<file path="src/rtl/ssr_pkg.sv">
// Shared types and constants for the stream search-and-replace block.
package ssr_pkg;

	// Window and replacement sizes.
	localparam int MAX_PATTERN     = 8;
	localparam int MAX_REPLACEMENT = 8;
	localparam int WIN_IDX_W       = $clog2(MAX_PATTERN);
	localparam int LEN_W           = 4;
	localparam int LIMIT_W         = 16;
	localparam int CFG_DATA_W      = 64;
	localparam int CFG_IDX_W       = 3;
	localparam int QUEUE_DEPTH     = 4;
	localparam int QUEUE_PTR_W     = $clog2(QUEUE_DEPTH);

	// Configuration register indexes.
	typedef enum logic [CFG_IDX_W-1:0] {
		REG_PATTERN_BYTES      = 3'd0,
		REG_PATTERN_LENGTH     = 3'd1,
		REG_REPLACEMENT_BYTES  = 3'd2,
		REG_REPLACEMENT_LENGTH = 3'd3,
		REG_BUFFER_LIMIT       = 3'd4
	} cfg_reg_t;

	// Input beat.
	typedef struct packed {
		logic [7:0] in_char;
		logic       in_last;
	} in_beat_t;

	// Output beat.
	typedef struct packed {
		logic [7:0] out_char;
		logic       has_char;
		logic       out_last;
		logic       overflow;
	} out_beat_t;

	// Work for the back end: an ordered list of characters to emit.
	typedef struct packed {
		logic [MAX_PATTERN-1:0][7:0] chars;
		logic [LEN_W-1:0]            count;
		logic                        last;
	} cmd_t;

	// Queue status seen by both ends.
	typedef struct packed {
		logic full;
		logic empty;
	} q_status_t;

endpackage

</file>
<file path="src/rtl/stream_search_replace.sv">
// Top level of the stream search-and-replace block.
// One character enters per beat and the block sustains one character per clock while the text
// passes through unchanged and the output is not stalled. Every accepted beat gives the back
// end one command, and the back end emits at most one output beat per clock. A beat that
// completes a match emits the replacement characters, or none when the replacement is empty.
// The final beat of a text emits every character still held in the window (at most eight).
// Characters that fall past the output limit are dropped. A four-entry command queue between
// the front end and the back end absorbs these bursts, so input is stalled only once the queue
// is full. Output is limited to buffer_limit minus one characters per text; later characters
// are dropped and the overflow flag rides on the final beat.
module stream_search_replace (
	input  logic                               clk,
	input  logic                               arst_n,
	input  logic                               in_valid,
	output logic                               in_stall,
	input  ssr_pkg::in_beat_t                  in_data,
	output logic                               out_valid,
	input  logic                               out_stall,
	output ssr_pkg::out_beat_t                 out_data,
	input  logic                               cfg_wr_en,
	input  logic [ssr_pkg::CFG_IDX_W-1:0]      cfg_index,
	input  logic [ssr_pkg::CFG_DATA_W-1:0]     cfg_data
);

	logic [ssr_pkg::CFG_DATA_W-1:0] pattern_bytes_q;
	logic [ssr_pkg::LEN_W-1:0]      pattern_length_q;
	logic [ssr_pkg::CFG_DATA_W-1:0] replacement_bytes_q;
	logic [ssr_pkg::LEN_W-1:0]      replacement_length_q;
	logic [ssr_pkg::LIMIT_W-1:0]    buffer_limit_q;

	logic [ssr_pkg::LEN_W-1:0] plen;
	logic [ssr_pkg::LEN_W-1:0] rlen;
	logic                      push;
	logic                      pop;
	ssr_pkg::cmd_t             push_cmd;
	ssr_pkg::cmd_t             head;
	ssr_pkg::q_status_t        q_status;

	// Configuration registers.
	always_ff @(posedge clk or negedge arst_n) begin
		if (!arst_n) begin
			pattern_bytes_q      <= '0;
			pattern_length_q     <= '0;
			replacement_bytes_q  <= '0;
			replacement_length_q <= '0;
			buffer_limit_q       <= '1;
		end else if (cfg_wr_en) begin
			case (cfg_index)
				ssr_pkg::REG_PATTERN_BYTES:      pattern_bytes_q <= cfg_data;
				ssr_pkg::REG_PATTERN_LENGTH:     pattern_length_q <= cfg_data[ssr_pkg::LEN_W-1:0];
				ssr_pkg::REG_REPLACEMENT_BYTES:  replacement_bytes_q <= cfg_data;
				ssr_pkg::REG_REPLACEMENT_LENGTH: begin
					replacement_length_q <= cfg_data[ssr_pkg::LEN_W-1:0];
				end
				ssr_pkg::REG_BUFFER_LIMIT:       buffer_limit_q <= cfg_data[ssr_pkg::LIMIT_W-1:0];
				default: ;
			endcase
		end
	end

	// Lengths saturate at the window and replacement sizes.
	assign plen = (pattern_length_q > ssr_pkg::LEN_W'(ssr_pkg::MAX_PATTERN)) ?
		ssr_pkg::LEN_W'(ssr_pkg::MAX_PATTERN) : pattern_length_q;
	assign rlen = (replacement_length_q > ssr_pkg::LEN_W'(ssr_pkg::MAX_REPLACEMENT)) ?
		ssr_pkg::LEN_W'(ssr_pkg::MAX_REPLACEMENT) : replacement_length_q;

	ssr_front u_front (
		.clk               (clk),
		.arst_n            (arst_n),
		.in_valid          (in_valid),
		.in_stall          (in_stall),
		.in_data           (in_data),
		.pattern_bytes     (pattern_bytes_q),
		.plen              (plen),
		.replacement_bytes (replacement_bytes_q),
		.rlen              (rlen),
		.q_status          (q_status),
		.push              (push),
		.push_cmd          (push_cmd)
	);

	ssr_queue u_queue (
		.clk      (clk),
		.arst_n   (arst_n),
		.push     (push),
		.push_cmd (push_cmd),
		.pop      (pop),
		.head     (head),
		.status   (q_status)
	);

	ssr_back u_back (
		.clk          (clk),
		.arst_n       (arst_n),
		.head         (head),
		.q_status     (q_status),
		.buffer_limit (buffer_limit_q),
		.pop          (pop),
		.out_valid    (out_valid),
		.out_stall    (out_stall),
		.out_data     (out_data)
	);

	// An empty-character beat is only ever the final beat of a text.
	assert property (@(posedge clk) disable iff (!arst_n)
		(out_valid && !out_data.has_char) |-> out_data.out_last)
		else $error("empty beat without out_last");

	// Overflow is reported on the final beat alone.
	assert property (@(posedge clk) disable iff (!arst_n)
		(out_valid && out_data.overflow) |-> out_data.out_last)
		else $error("overflow flagged on a non-final beat");

	// The back end never pops an empty queue.
	assert property (@(posedge clk) disable iff (!arst_n)
		pop |-> !q_status.empty)
		else $error("pop from empty command queue");

	// Input is held off only while the queue is full.
	assert property (@(posedge clk) disable iff (!arst_n)
		q_status.empty |-> !in_stall)
		else $error("input stalled with an empty queue");

endmodule

</file>
<file path="src/rtl/ssr_front.sv">
// Front end: accepts characters, keeps the match window and builds emit commands.
module ssr_front (
	input  logic                                  clk,
	input  logic                                  arst_n,
	input  logic                                  in_valid,
	output logic                                  in_stall,
	input  ssr_pkg::in_beat_t                     in_data,
	input  logic [ssr_pkg::CFG_DATA_W-1:0]        pattern_bytes,
	input  logic [ssr_pkg::LEN_W-1:0]             plen,
	input  logic [ssr_pkg::CFG_DATA_W-1:0]        replacement_bytes,
	input  logic [ssr_pkg::LEN_W-1:0]             rlen,
	input  ssr_pkg::q_status_t                    q_status,
	output logic                                  push,
	output ssr_pkg::cmd_t                         push_cmd
);

	logic [ssr_pkg::MAX_PATTERN-1:0][7:0] window_q;
	logic [ssr_pkg::LEN_W-1:0]            wc_q;
	logic [ssr_pkg::MAX_PATTERN-1:0][7:0] win_new;
	logic [ssr_pkg::MAX_PATTERN-1:0][7:0] win_shift;
	logic [ssr_pkg::LEN_W-1:0]            wc_inc;
	logic                                 match;
	logic                                 do_pop;

	assign in_stall = q_status.full;
	assign push     = in_valid && !q_status.full;
	assign wc_inc   = wc_q + 1'b1;
	assign do_pop   = (wc_inc >= plen);

	// Window with the new character placed, its shifted form, and the compare.
	always_comb begin
		win_new = window_q;
		win_new[wc_q[ssr_pkg::WIN_IDX_W-1:0]] = in_data.in_char;
		win_shift = win_new >> 8;
		match = (wc_inc == plen) && (plen != '0);
		for (int i = 0; i < ssr_pkg::MAX_PATTERN; i++) begin
			if ((ssr_pkg::LEN_W'(i) < plen) && (win_new[i] != pattern_bytes[8*i +: 8])) begin
				match = 1'b0;
			end
		end
	end

	// Command: replacement on a match, whole window on the final beat, else the oldest or nothing.
	always_comb begin
		push_cmd.last = in_data.in_last;
		if (match) begin
			push_cmd.chars = replacement_bytes;
			push_cmd.count = rlen;
		end else if (in_data.in_last) begin
			push_cmd.chars = win_new;
			push_cmd.count = wc_inc;
		end else if (do_pop) begin
			push_cmd.chars = win_new;
			push_cmd.count = ssr_pkg::LEN_W'(1);
		end else begin
			push_cmd.chars = win_new;
			push_cmd.count = '0;
		end
	end

	// Window storage needs no reset; only written entries are read.
	always_ff @(posedge clk) begin
		if (push) begin
			window_q <= do_pop ? win_shift : win_new;
		end
	end

	// Window fill count.
	always_ff @(posedge clk or negedge arst_n) begin
		if (!arst_n) begin
			wc_q <= '0;
		end else if (push) begin
			if (match || in_data.in_last) begin
				wc_q <= '0;
			end else if (!do_pop) begin
				wc_q <= wc_inc;
			end
		end
	end

endmodule

</file>
<file path="src/rtl/ssr_queue.sv">
// Small command queue that decouples the front end from the back end.
module ssr_queue (
	input  logic               clk,
	input  logic               arst_n,
	input  logic               push,
	input  ssr_pkg::cmd_t      push_cmd,
	input  logic               pop,
	output ssr_pkg::cmd_t      head,
	output ssr_pkg::q_status_t status
);

	ssr_pkg::cmd_t                   slots_q [ssr_pkg::QUEUE_DEPTH];
	logic [ssr_pkg::QUEUE_PTR_W-1:0] wr_ptr_q;
	logic [ssr_pkg::QUEUE_PTR_W-1:0] rd_ptr_q;
	logic [ssr_pkg::QUEUE_PTR_W:0]   fill_q;

	assign head         = slots_q[rd_ptr_q];
	assign status.full  = (fill_q == (ssr_pkg::QUEUE_PTR_W+1)'(ssr_pkg::QUEUE_DEPTH));
	assign status.empty = (fill_q == '0);

	// Slot storage.
	always_ff @(posedge clk) begin
		if (push) begin
			slots_q[wr_ptr_q] <= push_cmd;
		end
	end

	// Pointers and fill level.
	always_ff @(posedge clk or negedge arst_n) begin
		if (!arst_n) begin
			wr_ptr_q <= '0;
			rd_ptr_q <= '0;
			fill_q   <= '0;
		end else begin
			if (push) begin
				wr_ptr_q <= wr_ptr_q + 1'b1;
			end
			if (pop) begin
				rd_ptr_q <= rd_ptr_q + 1'b1;
			end
			if (push && !pop) begin
				fill_q <= fill_q + 1'b1;
			end else if (pop && !push) begin
				fill_q <= fill_q - 1'b1;
			end
		end
	end

endmodule

</file>
<file path="src/rtl/ssr_back.sv">
// Back end: expands commands into output beats and enforces the output limit.
module ssr_back (
	input  logic                            clk,
	input  logic                            arst_n,
	input  ssr_pkg::cmd_t                   head,
	input  ssr_pkg::q_status_t              q_status,
	input  logic [ssr_pkg::LIMIT_W-1:0]     buffer_limit,
	output logic                            pop,
	output logic                            out_valid,
	input  logic                            out_stall,
	output ssr_pkg::out_beat_t              out_data
);

	logic [ssr_pkg::WIN_IDX_W-1:0] cursor_q;
	logic [ssr_pkg::LIMIT_W-1:0]   emitted_q;
	logic                          overflowed_q;
	logic                          out_valid_q;
	ssr_pkg::out_beat_t            out_data_q;

	logic               fire;
	logic               room;
	logic               has_byte;
	logic               is_tail;
	logic               next_room;
	logic               beat;
	logic               done;
	logic               final_beat;
	ssr_pkg::out_beat_t beat_data;

	assign out_valid = out_valid_q;
	assign out_data  = out_data_q;
	assign fire      = !q_status.empty && (!out_valid_q || !out_stall);
	assign pop       = fire && done;

	// Limit checks for this character and the one after it.
	assign room      = ({1'b0, emitted_q} + 17'd1) < {1'b0, buffer_limit};
	assign next_room = ({1'b0, emitted_q} + 17'd2) < {1'b0, buffer_limit};
	assign has_byte  = {1'b0, cursor_q} < head.count;
	assign is_tail   = ({1'b0, cursor_q} + 1'b1) == head.count;

	// Decide this cycle's beat; once the limit is hit every later character drops.
	always_comb begin
		beat       = 1'b0;
		done       = 1'b1;
		final_beat = 1'b0;
		beat_data  = '0;
		if (has_byte && room) begin
			final_beat         = head.last && (is_tail || !next_room);
			beat               = 1'b1;
			done               = is_tail || final_beat;
			beat_data.out_char = head.chars[cursor_q];
			beat_data.has_char = 1'b1;
			beat_data.out_last = final_beat;
			beat_data.overflow = final_beat && (overflowed_q || !is_tail);
		end else if (head.last) begin
			final_beat         = 1'b1;
			beat               = 1'b1;
			beat_data.out_last = 1'b1;
			beat_data.overflow = overflowed_q || has_byte || (buffer_limit == '0);
		end
	end

	// Cursor, output counters and the output register.
	always_ff @(posedge clk or negedge arst_n) begin
		if (!arst_n) begin
			cursor_q     <= '0;
			emitted_q    <= '0;
			overflowed_q <= 1'b0;
			out_valid_q  <= 1'b0;
		end else begin
			if (out_valid_q && !out_stall) begin
				out_valid_q <= 1'b0;
			end
			if (fire) begin
				cursor_q <= done ? '0 : cursor_q + 1'b1;
				if (beat) begin
					out_valid_q <= 1'b1;
				end
				if (final_beat) begin
					emitted_q    <= '0;
					overflowed_q <= 1'b0;
				end else if (beat) begin
					emitted_q <= emitted_q + 1'b1;
				end else if (has_byte) begin
					overflowed_q <= 1'b1;
				end
			end
		end
	end

	// Output payload.
	always_ff @(posedge clk) begin
		if (fire && beat) begin
			out_data_q <= beat_data;
		end
	end

endmodule
</file>
<file path="config.mk">
export PLATFORM = sky130hd
export DESIGN_NAME = stream_search_replace
export DESIGN_NICKNAME = d
export VERILOG_FILES = /design/src/rtl/ssr_pkg.sv /design/src/rtl/stream_search_replace.sv /design/src/rtl/ssr_front.sv /design/src/rtl/ssr_queue.sv /design/src/rtl/ssr_back.sv
export SDC_FILE = /design/constraint.sdc
export NUM_CORES = 1
export LEC_CHECK = 0
export BUFFER_PORTS_ARGS = -buffer_cell sky130_fd_sc_hd__buf_2
export CORE_ASPECT_RATIO = 1.1
export CORE_MARGIN = 2
export CORE_UTILIZATION = 43
export CTS_BUF_LIST = sky130_fd_sc_hd__clkbuf_8
export DETAILED_ROUTE_END_ITERATION = 6
export PLACE_DENSITY = 0.59
export SYNTH_ARGS = -nofsm -noshare
export SYNTH_HDL_FRONTEND = slang
export SYNTH_HIERARCHICAL = 1
export SYNTH_SLANG_ARGS = --single-unit
</file>
<file path="constraint.sdc">
create_clock -name clk -period 5.7 [get_ports clk]
set_clock_uncertainty 0.05 [all_clocks]
set_input_delay 0.855 -clock clk [delete_from_list [all_inputs] [get_ports clk]]
set_output_delay 0.855 -clock clk [all_outputs]
set_load 0.03 [all_outputs]
</file>
## Word level (Yosys, flattened, before mapping)

Memory sizes are Yosys's and may differ from the RTL's.
Cells that the tools add are included.
Widths: inputs -> output; s select.

| storage, ports and cells | value |
|---|---|
| register bits after elaboration | 259 |
| latch bits | 0 |
| bits in writable memories | 276 |
| bits in read-only memories | 0 |
| bits of input ports | 81 |
| output and inout port bits | 13 |
| logic and storage cells | 161 |
| memories kept | 1 |

| operators by class | value |
|---|---|
| add/sub/neg operators | 10 |
| $mul | 0 |
| div/mod/pow operators | 0 |
| magnitude comparators | 17 |
| equal/unequal tests | 17 |
| shift-type cells | 0 |
| mux-type cells | 41 |
| bitwise logic cells | 0 |
| reductions and logical operators | 50 |

Memories:

| memory | depth | width | rd ports | clocked after memory_dff | wr ports | line | source |
|---|---|---|---|---|---|---|---|
| u_queue.slots_q | 4 | 69 | 1 | 0 | 1 | ssr_queue.sv:12 | `ssr_pkg::cmd_t slots_q [ssr_pkg::QUEUE_DEPTH];` |

Operators with widths:

| operator | number |
|---|---|
| $mux 68 | 1 |
| $bwmux 64 | 1 |
| $ne 8x8->1 | 8 |
| $mux 56 | 1 |
| $lt 17x16->1 | 2 |
| $mux 16 | 2 |
| $bmux 8 s3 | 1 |
| $demux 8 s3 | 1 |
| $mux 1 | 22 |
| $logic_and 1x1->1 | 20 |
| $mux 4 | 5 |
| $add 16x1->17 const B | 1 |
| $add 16x2->17 const B | 1 |
| $add 16x1->16 const B | 1 |
| $logic_not 16->1 | 1 |
| $lt 3x4->1 const A | 4 |
| $mux 8 | 2 |
| $reduce_and 2->1 | 7 |
| $mux 3 | 3 |
| $eq 4x4->1 | 2 |
| $gt 4x4->1 const B | 2 |
| $logic_not 1->1 | 8 |
| $lt 1x4->1 const A | 2 |
| $lt 2x4->1 const A | 2 |
| other kinds (19) | 35 |

## Depth between registers and ports, before layout

| logic depth | value |
|---|---|
| word-level depth | 18 |
| depth in mapped cells | 22 |
| gate-level depth less buffers | 21 |

## Cells and area by module

The synthesis kept the hierarchy.

Modules (own cells, without submodules):

| module | instances | cells each | area each (µm²) | seq. area each (µm²) |
|---|---|---|---|---|
| ssr_queue | 1 | 395 | 10426.2 | 8463.1 |
| ssr_front | 1 | 833 | 7093.1 | 2021.9 |
| stream_search_replace | 1 | 333 | 6427.4 | 3823.7 |
| ssr_back | 1 | 321 | 3168.0 | 855.8 |

## Worst setup path before layout

OpenSTA, ideal clock, no wires.

| path | value |
|---|---|
| kind | in2reg |
| from | input port in_valid |
| to | memory u_queue/slots_q[0][0] (netlist name), enable pin |
| setup time | 434 ps |
| arrival time | 4164 ps |
| data required time | 5216 ps |
| slack | 1052 ps |
| cell stages on the path | 3 |
| buffers on the path | 0 |
| path through | nand2b_1 inv_1 and2_1 |

| on the way | value |
|---|---|
| cells in the longest elaborated chain, start to end | 3 |

RTL lines:

| item | line | source |
|---|---|---|
| from (decl) | stream_search_replace.sv:14 | `input logic in_valid,` |
| $logic_and 1x1->1 | ssr_front.sv:26 | `assign push = in_valid && !q_status.full;` |
| via push | stream_search_replace.sv:33 | `logic push;` |
| $mux 1 | ssr_queue.sv:23 | `if (push) begin` |
| $mux 1 (not written as such) | ssr_queue.sv:24 | `slots_q[wr_ptr_q] <= push_cmd;` |
| to (decl) | ssr_queue.sv:12 |  |

The timed path passes the listed nets, and every way through them passes these cells.

## Worst setup path in the final report

| path | value |
|---|---|
| from | register u_back/emitted_q[2] (netlist name) |
| to | register u_back/emitted_q[12] (netlist name) |

| on the way | value |
|---|---|
| cells in the longest elaborated chain, start to end | 8 |
| elaborated cells on any way between the ends | 15 |
| those cells by class | 3 x add/sub; 2 x order compare; 4 x mux; 6 x reduce/logical |

RTL lines:

| item | line | source |
|---|---|---|
| from (decl) | ssr_back.sv:15 | `logic [ssr_pkg::LIMIT_W-1:0] emitted_q;` |
| from (signal assigned) | ssr_back.sv:83 | `emitted_q <= emitted_q + 1'b1;` |
| $add 16x2->17 | ssr_back.sv:37 | `assign next_room = ({1'b0, emitted_q} + 17'd2) < {1'b0, buffer_limit};` |
| $lt 17x16->1 | ssr_back.sv:37 |  |
| $logic_not 1->1 | ssr_back.sv:48 | `final_beat = head.last && (is_tail \|\| !next_room);` |
| $logic_or 1x1->1 | ssr_back.sv:48 |  |
| $logic_and 1x1->1 | ssr_back.sv:48 |  |
| $mux 1 | ssr_back.sv:47 | `if (has_byte && room) begin` |
| $reduce_bool 2->1 (no source line) | - |  |
| $reduce_and 2->1 (no source line) | - |  |

Parallel ways exist; a longest one is shown, timed or not. The select of a mux whose other input is x is not followed.
A chain may end at the register's enable or synchronous reset.

==> results.sh <==
export IMPL_leakagePower_nw=12.2
export IMPL_max_freq_mhz=204
export IMPL_clk_path_buf_depth=3
export IMPL_rsz0062_at_grt="false"
export IMPL_drive_gt1_share_pct=29.2
export IMPL_dr_pass1_iters=6
export IMPL_instances_no_fill=2906
export IMPL_crit_required_ns=6.22
export IMPL_yosysSeqAreaShare_pct=55.9
export IMPL_syn_nets=2010
export IMPL_hold_class="input port to asynchronous set/reset pin"
export IMPL_track_usage_pct=23.4
export IMPL_layout_nets=2122
export IMPL_io_buffer_count=93
export IMPL_pre_cts_ws_ns=0.855
export IMPL_drv_cap=0
export IMPL_crit_path_start_kind="register"
export IMPL_die_y_um=267
export IMPL_syn_cell_area_mm2=0.0271
export IMPL_nFillCells=5440
export IMPL_cts_max_level=3
export IMPL_post_route_period_util_pct=85.8
export IMPL_wl_mm=75.8
export IMPL_boundaryPins=94
export IMPL_timing_setup_tns_ns=0
export IMPL_power_density_mw_per_mm2=569
export IMPL_viasPerCell=5.78
export IMPL_peakVddDrop_mv=0.353
export IMPL_critPathKind="register to register"
export IMPL_root_buffer="clkbuf_8"
export IMPL_synthFlopType="edfxtp_1"
export IMPL_status="finished clean"
export IMPL_cts_sinks=535
export IMPL_drtAntennaViolNets=0
export IMPL_syn_avg_cell_area_um2=14.4
export IMPL_synth_async_reset_ratio_pct=34.4
export IMPL_grt_pass1_vias=16900
export IMPL_rows=96
export IMPL_worstMarginPinSlew_ns=1.05
export IMPL_first_iter_violations=1903
export IMPL_gp_congestion=0.862
export IMPL_core_mm2=0.0623
export IMPL_setup_viol_count_final=0
export IMPL_cts_buffers_inserted=90
export IMPL_end_kind="register"
export IMPL_grt_pass1_wl_mm=112
export IMPL_drc=0
export IMPL_die_area_mm2=0.0651
export IMPL_grt_max_degree=95
export IMPL_initial_core_util_pct=43.5
export IMPL_cts_setup_buffers=0
export IMPL_die_w_um=243
export IMPL_num_vias=16800
export IMPL_setup_slack_ns=0.807
export IMPL_fin_area_mm2=0.0301
export IMPL_cts_resized=0
export IMPL_cp_arrival_ns=5.41
export IMPL_yosys_warnings=6
export IMPL_place_area_mm2=0.0281
export IMPL_slew_viol_final=0
export IMPL_path_clk_slew_ns=0.07
export IMPL_relSlewSlack_pct=29.8
export IMPL_clkLatencyLatePin_ns=0.71
export IMPL_synth_edf_count=351
export IMPL_ys_types=93
export IMPL_syn_inst=1882
export IMPL_worst_path_max_fanout=23
export IMPL_hold_buffers=0
export IMPL_synth_seq_cells=535
export IMPL_final_hold_violation_count=0
export IMPL_antenna_found_initial=3
export IMPL_r2r_slack_ns=0.81
export IMPL_post_drt_wl_per_cell_um=26.1
export IMPL_area_growth_pct=11.1
export IMPL_post_route_min_period_ns=4.89
export IMPL_hpwl_mm=50.7
export IMPL_tritoncts="built"
export IMPL_grt_overflow_total=0
export IMPL_dp_cells=2735
per-layer routing:
metal  global-route usage (%)  share of wire, %  up-vias
li1                         -                 -     7374
met2                     36.9                47      669
met3                     3.61               6.5      107
met1                     33.6                45     8659
met5                        0             0.017        -
met4                     6.77               2.0        2
cells in the mapped netlist (15+ instances only):
library cell	count	share of area, %
a211oi_1	20	0.55
ha_1	46	2.1
a22oi_1	16	0.44
o221ai_1	19	0.61
o21a_1	17	0.47
buf_12	20	1.5
buf_2	27	0.50
nor2_1	90	1.2
nand2_1	116	1.6
dfrtp_1	168	16
dfstp_2	16	1.6
inv_1	113	1.6
clkbuf_1	32	0.44
a21oi_1	28	0.52
edfxtp_1	351	39
a31oi_1	17	0.39
nor3_1	38	0.70
nand4_1	15	0.35
mux2_2	41	1.7
o21ai_0	43	0.79
mux4_2	84	7.0
o22ai_1	24	0.55
mux2i_1	62	2.3
nand3_1	25	0.46
xor2_1	46	1.5
mux2_4	164	9.1
xnor2_1	39	1.3
report_power, final:
group	internal, mW	switching [mW]	leakage, nW
Combinational	2.76	3.86	5.59
Sequential	5.92	0.863	5.48
Clock	2.08	1.65	1.14
worst paths after layout:
kind                                     startpoint                      end  depth (start not counted)
worst max-delay path            u_back/emitted_q[2]     u_back/emitted_q[12]                         18
worst min-delay path                         arst_n  replacement_bytes_q[59]                          1
worst max register to register  u_back/emitted_q[2]     u_back/emitted_q[12]                         18
worst min register to register    u_queue/fill_q[2]        u_queue/fill_q[2]                          1
max in group asynchronous                    arst_n      u_back/emitted_q[8]                          2
min in group clk                       cfg_data[58]      pattern_bytes_q[58]                          2
critical path, stage by stage (launching register included):
cell and delay, ns:
dfrtp_1 0.45, ha_1 0.29, nand2_1 0.14, nor4_2 0.44, and3_1 0.33, nand2_1 0.09
xnor2_1 0.19, ha_1 0.26, o21a_1 0.18, o21ai_0 0.20, a21oi_1 0.06, a2111o_1 0.37
or2_1 0.22, buf_4 0.23, inv_2 0.09, o21ai_2 0.22, inv_1 0.55, o31ai_1 0.16
a22o_1 0.20
flip-flops by register name, summed over array words and instances, names as in the netlist:
register and flops:
buffer_limit_q 16, u_back/cursor_q 3, u_back/overflowed_q 1, u_back/out_valid 1
u_queue/slots_q 276, replacement_bytes_q 64, u_back/emitted_q 16, u_front/window_q 64
u_queue/wr_ptr_q 2, u_queue/fill_q 3, u_back/out_data 11, pattern_bytes_q 64
u_front/wc_q 4, u_queue/rd_ptr_q 2, pattern_length_q 4, replacement_length_q 4
cells in the final DEF (no fill, tap or decap), types with 17 or more instances in the layout:
| master | n |
|---|---|
| o21a_1 | 17 |
| o22ai_1 | 24 |
| o21ai_0 | 43 |
| dfrtp_1 | 165 |
| a211oi_1 | 20 |
| nand3_1 | 25 |
| xor2_1 | 46 |
| buf_2 | 92 |
| a31oi_1 | 17 |
| a21oi_1 | 27 |
| nor2_1 | 90 |
| o221ai_1 | 19 |
| xnor2_1 | 39 |
| ha_1 | 46 |
| edfxtp_1 | 351 |
| nor3_1 | 38 |
| mux2_4 | 164 |
| inv_1 | 145 |
| nand2_1 | 116 |
| buf_4 | 39 |
| mux2i_1 | 62 |
| mux2_2 | 41 |
| mux4_2 | 84 |
| clkbuf_8 | 107 |
kinds of logic after synthesis:
kind of cell	synth area share [%]
AOI/OAI and AO/OA	7.39
buffers and inverters	5.04
adders and majority gates	2.20
muxes	20.2
and+or+nand+nor	6.52
DFF	55.9
xor gates and xnor gates	2.75
through the flow:
| stage | util, % | hold WS, ns | total power, mW |
|---|---|---|---|
| 6_report | 48.3 | 0.128 | 17.1 |
| 5_1_grt | 48.3 | 0.175 | 18.0 |
| 4_1_cts | 48.3 | 0.146 | 17.2 |
| 3_5_place_dp | 45.1 | 0.433 | 13.4 |
| 3_3_place_gp | 45.1 | 0.421 | 13.2 |
| 2_1_floorplan | - | 0.406 | 11.4 |
layout make-up:
type	count	area, um2	share of cell area, %
Sequential cell	535	15200	50.4
Multi-Input combinational cell	1116	10600	35.3
Clock buffer	106	1460	4.84
Tap cell	833	1040	3.46
Timing Repair Buffer	136	847	2.81
Clock inverter	64	531	1.76
Inverter	115	432	1.43
Antenna cell	1	2.50	0.00831
No activity file was read; power rests on OpenSTA's default activity.
